$ cat config.mk
export PLATFORM = sky130hd
export DESIGN_NAME = websocket_frame_unmask_echo_top
export DESIGN_NICKNAME = d
export VERILOG_FILES = /design/src/hw/rtl/wsu_pkg.sv /design/src/hw/rtl/websocket_frame_unmask_echo_top.sv /design/src/hw/rtl/wsu_front.sv /design/src/hw/rtl/wsu_fifo.sv /design/src/hw/rtl/wsu_back.sv
export SDC_FILE = /design/constraint.sdc
export NUM_CORES = 1
export LEC_CHECK = 0
export BUFFER_PORTS_ARGS = -buffer_cell sky130_fd_sc_hd__buf_4
export CORE_ASPECT_RATIO = 1.25
export CORE_MARGIN = 2
export CORE_UTILIZATION = 45
export CTS_CLUSTER_SIZE = 28
export DETAILED_ROUTE_END_ITERATION = 12
export PLACE_DENSITY = 0.6
export RECOVER_POWER = 100
export REMOVE_ABC_BUFFERS = 1
export SYNTH_ARGS = -nofsm -noshare
export SYNTH_HDL_FRONTEND = slang
export SYNTH_SLANG_ARGS = --single-unit
$ cat constraint.sdc
create_clock -name i_clk -period 2.8 [get_ports i_clk]
set_input_delay 0.42 -clock i_clk [delete_from_list [all_inputs] [get_ports i_clk]]
set_output_delay 0.42 -clock i_clk [all_outputs]
set_load 0.02 [all_outputs]
$ cat src/hw/rtl/wsu_pkg.sv
// Shared types and constants for the WebSocket frame unmask/echo block.
package wsu_pkg;

    // Frame stream constants
    localparam logic [7:0] WSU_TOP_BIT      = 8'd128;
    localparam logic [7:0] WSU_REPLY_OPCODE = 8'd129;
    localparam logic [6:0] WSU_FIRST_EXT    = 7'd126;
    localparam int         WSU_MASK_LEN     = 4;
    localparam int         WSU_QUEUE_DEPTH  = 4;

    // Result kinds
    typedef enum logic [1:0] {
        KIND_HDR  = 2'd0,
        KIND_DATA = 2'd1,
        KIND_END  = 2'd2,
        KIND_ERR  = 2'd3
    } t_kind;

    // Parser phase; closed session is a phase of its own
    typedef enum logic [2:0] {
        PH_HDR0   = 3'd0,
        PH_LEN    = 3'd1,
        PH_MASK   = 3'd2,
        PH_DATA   = 3'd3,
        PH_CLOSED = 3'd4
    } t_phase;

    // Command from front to back; a header command expands to two results
    typedef struct packed {
        t_kind      kind;
        logic [7:0] data;
        logic       last;
    } t_cmd;

endpackage

$ cat src/hw/rtl/websocket_frame_unmask_echo_top.sv
// Top level: WebSocket frame unmasker and echo framer.
// A byte's result is written into the queue when the byte is accepted and is shown from the queue head.
// Throughput: one input byte per cycle while the queue is not full; one result per cycle
// leaves the queue while pop is held, a header byte yields two results and is absorbed by the four mask bytes after it.
// Reset (synchronous, active low) clears phase, mask key, counters and the queue.
module websocket_frame_unmask_echo_top
    import wsu_pkg::*;
#(
    parameter int QUEUE_DEPTH = WSU_QUEUE_DEPTH
) (
    input  logic       i_clk,
    input  logic       i_rst_n,
    input  logic       push,
    output logic       full,
    input  logic [7:0] i_in_byte,
    output logic       empty,
    input  logic       pop,
    output logic [7:0] o_out_byte,
    output logic [1:0] o_out_kind,
    output logic       o_frame_last
);

    logic accept;
    logic cmd_valid;
    t_cmd cmd;
    logic head_valid;
    t_cmd head;
    logic deq;

    assign accept = push && !full;

    // Parse incoming bytes
    wsu_front u_front (
        .i_clk       (i_clk),
        .i_rst_n     (i_rst_n),
        .i_accept    (accept),
        .i_in_byte   (i_in_byte),
        .o_cmd_valid (cmd_valid),
        .o_cmd       (cmd)
    );

    // Decouple parser from result consumer
    wsu_fifo #(
        .DEPTH (QUEUE_DEPTH)
    ) u_fifo (
        .i_clk    (i_clk),
        .i_rst_n  (i_rst_n),
        .i_wr     (cmd_valid),
        .i_wr_cmd (cmd),
        .i_rd     (deq),
        .o_full   (full),
        .o_valid  (head_valid),
        .o_head   (head)
    );

    // Expand commands into results
    wsu_back u_back (
        .i_clk        (i_clk),
        .i_rst_n      (i_rst_n),
        .i_head_valid (head_valid),
        .i_head       (head),
        .i_pop        (pop),
        .o_deq        (deq),
        .o_empty      (empty),
        .o_out_byte   (o_out_byte),
        .o_out_kind   (o_out_kind),
        .o_frame_last (o_frame_last)
    );

endmodule

$ cat src/hw/rtl/wsu_front.sv
// Front end: parses the received frame stream and issues reply commands.
module wsu_front
    import wsu_pkg::*;
(
    input  logic       i_clk,
    input  logic       i_rst_n,
    input  logic       i_accept,
    input  logic [7:0] i_in_byte,
    output logic       o_cmd_valid,
    output t_cmd       o_cmd
);

    localparam int PosW = $clog2(WSU_MASK_LEN);

    t_phase          r_phase, n_phase;
    logic [6:0]      r_remaining, n_remaining;
    logic [PosW-1:0] r_pos, n_pos;
    logic [7:0]      r_mask [WSU_MASK_LEN];
    logic            mask_we;
    logic [6:0]      len;

    assign len = i_in_byte[6:0];

    // Hold phase, counters
    always_ff @(posedge i_clk) begin
        if (!i_rst_n) begin
            r_phase     <= PH_HDR0;
            r_remaining <= '0;
            r_pos       <= '0;
        end else begin
            r_phase     <= n_phase;
            r_remaining <= n_remaining;
            r_pos       <= n_pos;
        end
    end

    // Capture mask key bytes
    always_ff @(posedge i_clk) begin
        if (!i_rst_n) begin
            for (int k = 0; k < WSU_MASK_LEN; k++) r_mask[k] <= '0;
        end else if (mask_we) begin
            r_mask[r_pos] <= i_in_byte;
        end
    end

    // Advance phase and classify the byte
    always_comb begin
        n_phase     = r_phase;
        n_remaining = r_remaining;
        n_pos       = r_pos;
        mask_we     = 1'b0;
        o_cmd_valid = 1'b0;
        o_cmd       = '{kind: KIND_HDR, data: 8'd0, last: 1'b0};
        if (i_accept) begin
            unique case (r_phase)
                PH_HDR0: begin
                    n_phase = PH_LEN;
                end
                PH_LEN: begin
                    o_cmd_valid = 1'b1;
                    if (i_in_byte < WSU_TOP_BIT) begin
                        n_phase    = PH_CLOSED;
                        o_cmd.kind = KIND_END;
                    end else if (len >= WSU_FIRST_EXT) begin
                        n_phase    = PH_CLOSED;
                        o_cmd.kind = KIND_ERR;
                    end else begin
                        n_phase     = PH_MASK;
                        n_remaining = len;
                        n_pos       = '0;
                        o_cmd.kind  = KIND_HDR;
                        o_cmd.data  = {1'b0, len};
                        o_cmd.last  = (len == 7'd0);
                    end
                end
                PH_MASK: begin
                    mask_we = 1'b1;
                    n_pos   = r_pos + 1'b1;
                    if (r_pos == PosW'(WSU_MASK_LEN - 1))
                        n_phase = (r_remaining == 7'd0) ? PH_HDR0 : PH_DATA;
                end
                PH_DATA: begin
                    o_cmd_valid = 1'b1;
                    o_cmd.kind  = KIND_DATA;
                    o_cmd.data  = i_in_byte ^ r_mask[r_pos];
                    o_cmd.last  = (r_remaining == 7'd1);
                    n_remaining = r_remaining - 7'd1;
                    n_pos       = r_pos + 1'b1;
                    if (r_remaining == 7'd1) begin
                        n_pos   = '0;
                        n_phase = PH_HDR0;
                    end
                end
                PH_CLOSED: begin
                    n_phase = PH_CLOSED;
                end
                default: begin
                    n_phase = PH_HDR0;
                end
            endcase
        end
    end

endmodule

$ cat src/hw/rtl/wsu_fifo.sv
// Command queue between the parser front end and the result back end.
module wsu_fifo
    import wsu_pkg::*;
#(
    parameter int DEPTH = WSU_QUEUE_DEPTH
) (
    input  logic i_clk,
    input  logic i_rst_n,
    input  logic i_wr,
    input  t_cmd i_wr_cmd,
    input  logic i_rd,
    output logic o_full,
    output logic o_valid,
    output t_cmd o_head
);

    localparam int PtrW = (DEPTH > 1) ? $clog2(DEPTH) : 1;
    localparam int CntW = $clog2(DEPTH + 1);

    t_cmd            r_mem [DEPTH];
    logic [PtrW-1:0] r_wr_ptr, r_rd_ptr;
    logic [CntW-1:0] r_count;
    logic            do_wr, do_rd;

    assign o_full  = (r_count == CntW'(DEPTH));
    assign o_valid = (r_count != '0);
    assign do_wr   = i_wr && !o_full;
    assign do_rd   = i_rd && o_valid;
    assign o_head  = r_mem[r_rd_ptr];

    // Store requests
    always_ff @(posedge i_clk) begin
        if (do_wr) r_mem[r_wr_ptr] <= i_wr_cmd;
    end

    // Advance pointers and occupancy
    always_ff @(posedge i_clk) begin
        if (!i_rst_n) begin
            r_wr_ptr <= '0;
            r_rd_ptr <= '0;
            r_count  <= '0;
        end else begin
            if (do_wr)
                r_wr_ptr <= (r_wr_ptr == PtrW'(DEPTH - 1)) ? '0 : r_wr_ptr + 1'b1;
            if (do_rd)
                r_rd_ptr <= (r_rd_ptr == PtrW'(DEPTH - 1)) ? '0 : r_rd_ptr + 1'b1;
            if (do_wr && !do_rd)
                r_count <= r_count + 1'b1;
            else if (do_rd && !do_wr)
                r_count <= r_count - 1'b1;
        end
    end

endmodule

$ cat src/hw/rtl/wsu_back.sv
// Back end: expands queued commands into result requests.
module wsu_back
    import wsu_pkg::*;
(
    input  logic       i_clk,
    input  logic       i_rst_n,
    input  logic       i_head_valid,
    input  t_cmd       i_head,
    input  logic       i_pop,
    output logic       o_deq,
    output logic       o_empty,
    output logic [7:0] o_out_byte,
    output logic [1:0] o_out_kind,
    output logic       o_frame_last
);

    logic r_second;
    logic opcode_slot;

    // Header command: opcode byte first, length byte second
    assign opcode_slot  = (i_head.kind == KIND_HDR) && !r_second;
    assign o_empty      = !i_head_valid;
    assign o_out_byte   = opcode_slot ? WSU_REPLY_OPCODE : i_head.data;
    assign o_out_kind   = i_head.kind;
    assign o_frame_last = opcode_slot ? 1'b0 : i_head.last;
    assign o_deq        = i_pop && i_head_valid && !opcode_slot;

    // Track which half of a header request is shown
    always_ff @(posedge i_clk) begin
        if (!i_rst_n) begin
            r_second <= 1'b0;
        end else if (i_pop && i_head_valid) begin
            r_second <= opcode_slot;
        end
    end

endmodule
==> results.cfg <==
[global_routing]
grt_first_pass_wirelength_mm = 15.3
antenna_found_initial = 0
grtUsageTotal = 0.175
first_global_vias = 3015
grt_overflow = 0
grt_max_degree = 24

[cells_and_area]
seqCellArea_mm2 = 0.00276
syn_to_final_growth_pct = 10.2
final_common_cell = edfxtp_1
final_cell_mix = edfxtp_1, a21oi_1, dfxtp_1
fillers = 957
fin_util = 0.505
antenna_cells = 0
final_area_mm2 = 0.00530
nNetsFinal = 410
multi_input_comb_area_mm2 = 0.00186
layout-drive-gt1-share = 0.117

[worst_setup_path]
arrival_ps = 2870
critPathLaunchType = flop
crit_slowest_cell = mux4_2
r2r_slack_ps = 210
critPathMaxFanout = 3
cp-endpoint = u_fifo.r_count[2]
max_stage_delay_ps = 570
critical_path.top_delay_family = simple AND/OR/NAND/NOR gates
required_ps = 3070
worst_r2r_path_depth = 9
cp-end-kind = flop
crit_buf_inv = 1
worst_r2r_endpoint = u_fifo.r_count[2]
path_cells = mux4_2 -> nor3_4 -> or2_2 -> ha_1 -> inv_1 -> fa_1 -> xor2_1 -> or3_1 -> a21oi_1
critical_path_class = flop to flop
crit_cells = 9

[clock_tree]
htreeDepth = 3
clk_path_buf_depth = 2
clock_latency_ps = 340
clk_pin_slew_worst_paths_ps = 70
cts.sinks = 100
cts_tree = built
cts_made_buffers = 9
post_cts.repair.setup_buffers = 0
root_buffer = clkbuf_16

[logic_synthesis]
async_flop_share = 0
synth_area_mm2 = 0.00481
syn_area_per_cell_um2 = 13.2
ys_ff_latch = 100
ys_warn_count = 0
synth_edf_count = 76
seq_area_frac_synth = 0.574
synth_ff_type = edfxtp_1
synth_cells = 364
synth_cell_types = 58

[detailed_routing]
vias = 2986
drc = 0
ant_nets = 0
drtIter0Drc = 187
wl_mm = 9.25
avgViaCountPerCell = 5.70
wl_per_cell_um = 17.7
drt_pass1_iterations = 4

[placement]
placement.io_buffers = 24
place.gp.congestion = 0.804
hpwl_mm = 6.60
placed_area_mm2 = 0.00512
pre_cts_ws_ps = 125

[timing]
fin_ws_ps = 206
fmax_mhz = 385
finalSetupViolCount = 0
slew_viol_final = 0
worstMarginPinSlew_ps = 999
skew_ps = 8.40
fin_crit_sh = 0.927
relSlewSlack = 0.334
setup-tns-final_ps = 0
rsz0062_at_grt = false
min_period_ps = 2590
hold_viol = 0

[die]
rows = 42
ios = 25
die_width_um = 96.5
die-area_mm2 = 0.0115
core-area_mm2 = 0.0105
initial_core_util = 0.458
die_y_um = 120

[power_and_ir_drop]
power_density_mw_per_mm2 = 724
ir_drop_v = 0.000368
p_leak_nw = 1.83

[status]
status = complete, no violations

[min_path]
hold_class = input pin to flop

[run]
cap_violations = 0
==> what timing repair did <==
action                                  4_1_cts  5_1_grt
gates resized for setup                       0        1
endpoints found under the setup margin        0        1
hold buffers                                  0        0
==> metal layers <==
metal / share of wire / GRT usage
met2: 0.53 / 0.306
met4: 0.019 / 0.0555
met5: 0 / 0
met1: 0.41 / 0.212
met3: 0.042 / 0.0370
==> how the worst min path moves through the flow <==
stage                        from                endpoint  cells past startpoint
5_1_grt                   i_rst_n  u_front.r_remaining[0]                      2
2_1_floorplan  u_fifo.r_rd_ptr[1]                    flop                      2
3_5_place_dp   u_fifo.r_wr_ptr[1]      u_fifo.r_wr_ptr[1]                      2
6_report             i_in_byte[0]    u_front.r_mask[1][0]                      2
3_3_place_gp    u_fifo.r_count[2]       u_fifo.r_count[2]                      2
4_1_cts                   i_rst_n  u_front.r_remaining[0]                      2
==> final cells by class <==
| type | instances | share of cell area |
|---|---|---|
| sequential | 100 | 0.521 |
| multi-input combinational | 228 | 0.351 |
| clock inverter | 7 | 0.00967 |
| tap | 132 | 0.0311 |
| timing repair buffer | 35 | 0.0354 |
| inverter | 13 | 0.00920 |
| clock buffer | 9 | 0.0425 |
==> cell usage after synthesis, types with 3 or more instances <==
master,instances,share of area
edfxtp_1,76,0.47
and2_1,33,0.043
a21oi_1,24,0.025
dfxtp_1,24,0.10
nor3_1,15,0.016
nor2_1,13,0.010
inv_1,12,0.0094
ha_1,10,0.026
mux4_1,10,0.055
nand2_1,10,0.0078
buf_2,9,0.0094
mux4_2,9,0.042
clkbuf_1,8,0.0062
nor2b_1,8,0.010
o211a_1,7,0.015
and3_1,6,0.0078
o21ai_0,6,0.0062
o31ai_1,6,0.0094
a31oi_1,5,0.0065
nand2b_1,5,0.0065
o311ai_0,5,0.0091
mux2i_1,4,0.0083
nand3_1,4,0.0042
nand4_1,4,0.0052
buf_1,3,0.0023
nand3b_1,3,0.0047
o211ai_1,3,0.0047
or2_2,3,0.0039
==> report_power, final <==
part	leakage [nW]	internal [mW]	switching (mW)
clock network	0.129	0.607	0.543
registers	0.925	1.70	0.125
logic	0.772	0.387	0.476
total	1.83	2.69	1.14
==> registers in the layout, indices dropped and copies added (netlist names), named ones only <==
register / flops
u_fifo.r_mem: 44
u_front.r_mask: 32
u_front.r_remaining: 7
u_fifo.r_count: 3
u_front.r_phase: 3
u_fifo.r_rd_ptr: 2
u_fifo.r_wr_ptr: 2
u_front.r_pos: 2
u_back.r_second: 1
==> per-stage QoR <==
| stage | hold WS, ps | instances | power, mW |
|---|---|---|---|
| 2_1_floorplan | 458 | 341 | 2.48 |
| 3_5_place_dp | 495 | 508 | 2.81 |
| 6_report | 433 | 524 | 3.84 |
| 4_1_cts | 429 | 524 | 3.95 |
| 3_3_place_gp | 487 | 508 | 2.79 |
| 5_1_grt | 449 | 524 | 4.05 |
==> worst register-to-register path: stages, from the launching register on <==
cell and delay (ps):
dfxtp_1 400, mux4_2 570, nor3_4 190, or2_2 160, ha_1 170, inv_1 60, fa_1 380, xor2_1 160
or3_1 300, a21oi_1 140
==> logic make-up after synthesis <==
family | Yosys count | synth area share
compound gates | 70 | 0.0996
xor+xnor | 3 | 0.00546
fa+ha+maj | 11 | 0.0302
buf+inv | 36 | 0.0356
flops | 100 | 0.574
mux | 23 | 0.105
simple gates | 121 | 0.150
Note: power is estimated with default switching activity, not from simulation.
